<file path="config.mk">
export PLATFORM = sky130hd
export DESIGN_NAME = m4vt_mat_store
export DESIGN_NICKNAME = d
export VERILOG_FILES = /design/src/sv/matrix4_vector_transform_assert.svh /design/src/sv/m4vt_pkg.sv /design/src/sv/m4vt_mat_store.sv
export SDC_FILE = /design/constraint.sdc
export NUM_CORES = 1
export LEC_CHECK = 0
export ABC_CLOCK_PERIOD_IN_PS = 2700
export BUFFER_PORTS_ARGS = -buffer_cell sky130_fd_sc_hd__clkbuf_2
export CORE_AREA = 2 2 215 217
export DETAILED_ROUTE_END_ITERATION = 10
export DIE_AREA = 0 0 217 219
export GPL_TIMING_DRIVEN = 0
export HOLD_SLACK_MARGIN = 0.1
export PLACE_DENSITY = 0.65
export SYNTH_ARGS = -nofsm -noshare
export SYNTH_HDL_FRONTEND = slang
export SYNTH_SLANG_ARGS = --single-unit
</file>
<file path="constraint.sdc">
create_clock -name clk -period 2.7 [get_ports clk]
set_input_delay 0.135 -clock clk [delete_from_list [all_inputs] [get_ports clk]]
set_output_delay 0.135 -clock clk [all_outputs]
set_load 0.01 [all_outputs]
</file>
<file path="src/sv/matrix4_vector_transform_assert.svh">
// Assertion macros for the matrix4_vector_transform RTL.
// Used by files that carry concurrent checks; needs no other file.
`ifndef MATRIX4_VECTOR_TRANSFORM_ASSERT_SVH
`define MATRIX4_VECTOR_TRANSFORM_ASSERT_SVH

// Same-cycle implication, disabled while reset is asserted.
`define M4VT_ASSERT_NOW(lbl, clk, rst_n, ante, cons, msg) \
  lbl: assert property (@(posedge clk) disable iff (!rst_n) (ante) |-> (cons)) \
    else $error(msg);

// Next-cycle implication, disabled while reset is asserted.
`define M4VT_ASSERT_NEXT(lbl, clk, rst_n, ante, cons, msg) \
  lbl: assert property (@(posedge clk) disable iff (!rst_n) (ante) |=> (cons)) \
    else $error(msg);

`endif

</file>
<file path="src/sv/m4vt_pkg.sv">
// Shared types and constants for the 4x4 matrix-vector transform.
// No dependencies; imported by every module of the block.
package m4vt_pkg;

  // Fixed-point format
  localparam int FRAC_BITS = 16;
  localparam int WORD_BITS = 32;
  localparam int PORT_W    = 32;                 // width of value fields on ports
  localparam int PROD_W    = 2 * WORD_BITS;      // full product
  localparam int PAIR_W    = PROD_W + 1;         // sum of two products
  localparam int SUM_W     = PROD_W + 2;         // sum of four products
  localparam int DIM       = 4;
  localparam int IDX_W     = 2;                  // row / column index width

  typedef logic signed [WORD_BITS-1:0] word_t;
  typedef word_t [DIM-1:0]             row_t;
  typedef row_t  [DIM-1:0]             mat_t;

  typedef enum logic {
    OP_LOAD  = 1'b0,
    OP_XFORM = 1'b1
  } opcode_t;

  // Per-stage advance enables, shared by all lanes
  typedef struct packed {
    logic en1;     // product stage
    logic en2;     // pair-sum stage
    logic en3;     // total-sum stage
    logic en_out;  // saturate / output stage
  } pipe_ctl_t;

endpackage

</file>
<file path="src/sv/m4vt_mat_store.sv">
// Matrix store: 16 words in flip-flops, row-major, reset to zero.
// Depends on m4vt_pkg.
module m4vt_mat_store
  import m4vt_pkg::*;
(
  input  logic             clk,
  input  logic             rst_n,
  input  logic             wr_en,
  input  logic [IDX_W-1:0] wr_row,
  input  logic [IDX_W-1:0] wr_col,
  input  word_t            wr_data,
  output mat_t             mat
);

  mat_t mat_r;

  // One entry written per load transfer
  always_ff @(posedge clk) begin
    if (!rst_n) begin
      mat_r <= '0;
    end else if (wr_en) begin
      mat_r[wr_row][wr_col] <= wr_data;
    end
  end

  assign mat = mat_r;

endmodule

</file>
==> results.toml, run 1 <==
[timing]
final-hold-violation-count = 0
worst-slew-pin-transition_ps = 1370
slew_viols_final = 0
finalSetupViolations = 0
layout_min_cycle_time_ps = 1770
relSlewSlack = 0.0836
finalSetupTns_ps = 0
fmaxAchievable_ghz = 0.564
rsz_0062_raised_after_global_routing = "false"
worst_clock_skew_ps = 0
final_worst_path_period_share = 0.657

[clock_tree]
clk_latency_ps = 580
cts-hold-fix-buffers = 31
cts_htree_levels = 2
cts_setup_buffers = 0
path_clk_slew_ps = 60
resized_gates_after_cts = 0
clkSinkCount = 512
tritoncts = "done"
numCtsBuffers = 52
number_of_buffers_on_the_longest_clock_path = 3
clock_tree.root_cell = "sky130_fd_sc_hd__clkbuf_16"

[floorplan]
io_pins = 551
design.die.area_um2 = 47500
core_area_um2 = 45100
die-height_um = 219
die-width_um = 217
starting_density = 0.404
rows = 78

[logic_synthesis]
biggest_area_consumer_among_synthesized_cells = "sky130_fd_sc_hd__dfxtp_1"
synth.avg_cell_area_um2 = 10.5
yosys_synthesis_warning_count = 0
syn_inst = 1738
synth.distinct_cells = 14
synth-edff-count = 0
post-synth-top-area-fraction = 0.562
synthArstFlopShare = 0
dominantRegCellSynth = "sky130_fd_sc_hd__dfxtp_1"
ys_seq_elements = 512
net_count_after_synthesis = 1777
synthMostInstantiatedCell = "sky130_fd_sc_hd__nand2_1"
synthTopCellsByArea = "sky130_fd_sc_hd__dfxtp_1 (56%), sky130_fd_sc_hd__mux2i_1 (28%), sky130_fd_sc_hd__nand2_1 (11%)"
post_synth_instance_area_um2 = 18200
ys_seq_area_frac = 0.562
post_synth_most_frequent_cells = "sky130_fd_sc_hd__nand2_1 (546), sky130_fd_sc_hd__dfxtp_1 (512), sky130_fd_sc_hd__mux2i_1 (512)"

[detailed_routing]
antenna_violating_nets_post_route = 0
drt-pass1-iter-count = 5
remaining_drc_errors = 0
drt_iter0_drc = 762
viasPerCell = 4.96
wl_per_cell_um = 21.7
vias = 14936
wirelength_mm = 65.5

[global_route]
grt_overflow_total = 0
number_of_global_route_vias_before_repair = 14733
grtUsageMet2 = 0.443
gr-usage-met3 = 0.0607
total_global_route_track_usage = 0.266
maximum_number_of_pins_on_one_net_before_global_route_repair = 16
grt_antenna_before_repair = 4
grt_first_pass_wirelength_mm = 94.4
gr-max-usage-layer = "met2"
grt.met1_usage = 0.331

[worst_setup_path]
worst-path-max-fanout = 10
reg2reg_depth = 2
timing.rr.start = "mat[69]"
worst_setup_path_start_kind = "input pin"
crit_arrival_ps = 2180
timing.critical_path.to_type = "flop"
critPathKind = "in2reg"
worst-r2r-setup-slack_ps = 2010
reg2reg_to = "mat[69]"
cp_data_required_time_ps = 3110

[hold_path]
hold_path_depth = 3
hold_path.class = "in2reg"
worst_hold_startpoint = "wr_data[30]"
min_to = "mat[510]"

[placement]
globalplace.congestion = 0.825
dpl_hpwl_mm = 48.4
io_buffers = 549

[pwr]
power.ir.vdd_worst_mv = 0.529
pwr_density_cell_nw_per_um2 = 685
cellLeakagePower_nw = 11.1
totalPowerFinal_w = 0.0164

[status]
run_status = "complete, no violations"

[cells_and_area]
area_delta_synth_final_pct = 31.1
largest_register_ffs = 512
fillers = 4147
fraction_of_final_layout_cells_with_drive_strength_greater_than_1 = 0.294
number_of_nets_in_the_layout = 2411

[job]
max_cap_violations = 0
==> worst max-delay path: stages <==
cell and delay [ps]:
sky130_fd_sc_hd__dlygate4sd3_1 570, sky130_fd_sc_hd__clkbuf_2 120, sky130_fd_sc_hd__nand2_1 230, sky130_fd_sc_hd__clkbuf_1 940, sky130_fd_sc_hd__mux2i_1 170
==> cells in the final DEF, fill, tap and decap left out, types with 9 or more instances in the layout <==
| cell type | Yosys | routed |
|---|---|---|
| sky130_fd_sc_hd__bufinv_16 | 0 | 9 |
| sky130_fd_sc_hd__clkbuf_1 | 71 | 76 |
| sky130_fd_sc_hd__mux2i_1 | 512 | 512 |
| sky130_fd_sc_hd__dfxtp_1 | 512 | 512 |
| sky130_fd_sc_hd__nand2_1 | 546 | 546 |
| sky130_fd_sc_hd__buf_4 | 18 | 18 |
| sky130_fd_sc_hd__buf_2 | 53 | 53 |
| sky130_fd_sc_hd__clkbuf_8 | 0 | 9 |
| sky130_fd_sc_hd__clkinv_2 | 0 | 10 |
| sky130_fd_sc_hd__clkbuf_2 | 0 | 549 |
| sky130_fd_sc_hd__clkbuf_16 | 0 | 53 |
| sky130_fd_sc_hd__dlygate4sd3_1 | 0 | 31 |
| sky130_fd_sc_hd__nor2_1 | 10 | 10 |
==> metal layers <==
| metal | routed length (um) | vias to the layer above |
|---|---|---|
| met5 | 13 | - |
| met4 | 2460 | 2 |
| met3 | 4580 | 135 |
| met2 | 30700 | 573 |
| met1 | 27700 | 7238 |
| li1 | - | 6988 |
==> metrics by stage <==
step / setup slack [ps] / instance area [um2] / hold slack, ps / utilization / instances
after floorplan: 1480 / 18200 / 400 / - / 1738
after global placement: 352 / 21700 / 442 / 0.482 / 2887
after detailed placement: 325 / 21700 / 446 / 0.482 / 2887
after CTS: 934 / 23900 / 119 / 0.530 / 3012
after global routing: 864 / 23900 / 127 / 0.530 / 3012
final: 927 / 23900 / 131 / 0.530 / 3014
==> where the power goes <==
part	internal [W]	switching [W]
Combinational	0.000262	0.000610
Clock	0.00470	0.00309
Sequential	0.00765	0.0000551
Total	0.0126	0.00376
==> cell type report <==
cell class	count	area, um2	share of cell area
repair buffers	580	3060	0.128
plain buffers	146	682	0.0285
clock inverters	27	383	0.0160
clock buffers	67	1470	0.0615
flip-flops and latches	512	10200	0.429
multi-input cells	1080	7290	0.305
well taps	600	751	0.0314
diodes	2	5.00	0.000210
==> worst max-delay path by stage <==
stage,from,end,slack (ps)
2_1_floorplan,wr_row[1],mat[148],1480
3_3_place_gp,wr_row[1],mat[161],350
3_5_place_dp,wr_col[1],mat[166],320
4_1_cts,wr_col[1],mat[162],930
5_1_grt,wr_col[1],mat[162],860
6_report,wr_data[0],mat[0],930
==> kinds of logic (layout without fill, tap and decap cells) <==
logic type             after synthesis  in the layout  synth area share
DFF                                512            512             0.562
other                                0              2                 0
buffers and inverters              146            820            0.0374
muxes                              512            512             0.281
and+or+nand+nor                    568            568             0.119
Power figures use the tool's default switching activity.
==> run 2: changes to the inputs <==
Settings changed: ABC_CLOCK_PERIOD_IN_PS 2700 to 1450, PLACE_DENSITY 0.65 to 0.68.
Clock period 2.7 ns to 1.45 ns, I/O delays scaled along.
==> run 2 against run 1 <==
Compared with the run above: count of clock-buffer cells in the layout up 14; worst setup slack worse by 900 ps; wire length up 0.16%; critical path depth unchanged; largest cell class unchanged; largest power group unchanged.
==> results.toml, run 2 (same netlist as run 1, synthesis figures left out) <==
[cells_and_area]
mostFrequentLayoutCells = "sky130_fd_sc_hd__clkbuf_2 (556), sky130_fd_sc_hd__nand2_1 (546), sky130_fd_sc_hd__mux2i_1 (512), sky130_fd_sc_hd__dfxtp_1 (512), sky130_fd_sc_hd__clkbuf_1 (76)"
largest_register_ffs = 512
post-route-cell-area_um2 = 24000
fillers = 4154
area_delta_synth_final_pct = 31.7
fraction_of_final_layout_cells_with_drive_strength_greater_than_1 = 0.294
number_of_nets_in_the_layout = 2421
mostFrequentLayoutCell = "sky130_fd_sc_hd__clkbuf_2"

[clock_tree]
tritoncts = "done"
clock_tree.root_cell = "sky130_fd_sc_hd__clkbuf_16"
number_of_buffers_on_the_longest_clock_path = 3
clk_latency_ps = 590
numCtsBuffers = 53
cts_htree_levels = 2
path_clk_slew_ps = 60
clkSinkCount = 512

[detailed_routing]
antenna_violating_nets_post_route = 0
remaining_drc_errors = 0
vias = 14994
wl_per_cell_um = 21.7
drt-pass1-iter-count = 5
wirelength_mm = 65.6
viasPerCell = 4.96
drt_iter0_drc = 785

[timing]
layout_min_cycle_time_ps = 1420
post-route-worst-setup-slack_ps = 29.3
finalSetupTns_ps = 0
worst_clock_skew_ps = 0
hold_slack_ps = 124
rsz_0062_raised_after_global_routing = "false"
finalSetupViolations = 0
relSlewSlack = 0.216
fmaxAchievable_ghz = 0.704
slew_viols_final = 0
final_worst_path_period_share = 0.980
worst-slew-pin-transition_ps = 1180
final-hold-violation-count = 0

[placement]
dpl_hpwl_mm = 48.1
placed_area_um2 = 21700
placement_stage_worst_setup_slack_ps = -736
globalplace.congestion = 0.877
io_buffers = 549

[worst_setup_path]
crit_arrival_ps = 1850
timing.rr.start = "mat[356]"
worst_setup_path_start_kind = "input pin"
cp_data_required_time_ps = 1880
critical_path.slowest_cell = "sky130_fd_sc_hd__clkbuf_1"
critical-path-max-stage-delay_ps = 680
startpoint = "wr_data[26]"
cp.buffers_inverters = 3
timing.critical_path.to_type = "flop"
worstPathCellList = "dlygate4sd3_1 > clkbuf_2 > nand2_1 > clkbuf_1 > mux2i_1"
critPathKind = "in2reg"
worst-path-max-fanout = 10
critPathTopFamily = "buffers and inverters"

[status]
run_status = "complete, no violations"

[pwr]
p_sw_w = 0.00700
pwr_density_cell_nw_per_um2 = 1270
power.combinational.fraction = 0.054
relative_contribution_of_the_clock_network_to_total_power = 0.475
power.ir.vdd_worst_mv = 0.859
intPower_w = 0.0235
swShare = 0.230
cellLeakagePower_nw = 11.2
power.sequential.fraction = 0.471

[global_route]
number_of_global_route_vias_before_repair = 15007
total_global_route_track_usage = 0.266
grt_first_pass_wirelength_mm = 94.4
grt_antenna_before_repair = 4
maximum_number_of_pins_on_one_net_before_global_route_repair = 15
grt_overflow_total = 0

[floorplan]
starting_density = 0.404
die-width_um = 217
rows = 78
core_area_um2 = 45100
design.die.area_um2 = 47500
io_pins = 551
die-height_um = 219

[job]
max_cap_violations = 0

[hold_path]
hold_path.class = "in2reg"
worst_hold_startpoint = "wr_col[0]"
run 2: final timing paths:
check                           slack (ps)  cells after the start        to
worst max register to register         740                      2  mat[356]
worst max-delay path                    30                      5  mat[250]
worst min register to register         460                      2  mat[110]
worst min-delay path                   120                      4  mat[255]
run 2: per-layer routing:
layer / wire, um / global-route usage / vias up
li1: - / - / 6997
met1: 27700 / 0.326 / 7316
met2: 30800 / 0.447 / 540
met3: 4660 / 0.0707 / 141
met4: 2400 / 0.100 / 0
met5: 0 / 0 / -
run 2: metrics by stage:
stage	std cells	power, W	utilization
2_1_floorplan	1738	0.0155	-
3_3_place_gp	2887	0.0162	0.482
3_5_place_dp	2887	0.0162	0.482
4_1_cts	3024	0.0307	0.532
5_1_grt	3024	0.0313	0.532
6_report	3026	0.0305	0.532
run 2: what timing repair did:
| action | 4_1_cts | 5_1_grt |
|---|---|---|
| endpoints found under the setup margin | 30 | 134 |
| buffers inserted | 0 | 0 |
| resized for setup | 1 | 20 |
| hold buffers | 40 | 0 |
| endpoints found under the hold margin | 198 | 0 |
| pin swaps | 0 | 0 |
run 2: final cells by class:
cell class | instances | area, um2 | area share
clock buffers | 81 | 1610 | 0.0673
plain buffers | 146 | 691 | 0.0288
well taps | 600 | 751 | 0.0313
multi-input cells | 1080 | 7300 | 0.304
flip-flops and latches | 512 | 10200 | 0.427
clock inverters | 16 | 243 | 0.0101
diodes | 2 | 5.00 | 0.000209
repair buffers | 589 | 3150 | 0.131
run 2: tightest hold or removal path: stages:
cell	delay, ps
sky130_fd_sc_hd__clkbuf_2	130
sky130_fd_sc_hd__nand2_1	140
sky130_fd_sc_hd__nor2_1	170
sky130_fd_sc_hd__mux2i_1	150
run 2: power by group through the flow:
stage,clock network [W],logic [W],registers [W]
floorplan,0,0.000723,0.0147
global placement,0,0.00154,0.0147
detailed placement,0,0.00156,0.0147
CTS,0.0147,0.00164,0.0143
global route,0.0152,0.00174,0.0144
finish,0.0145,0.00164,0.0144
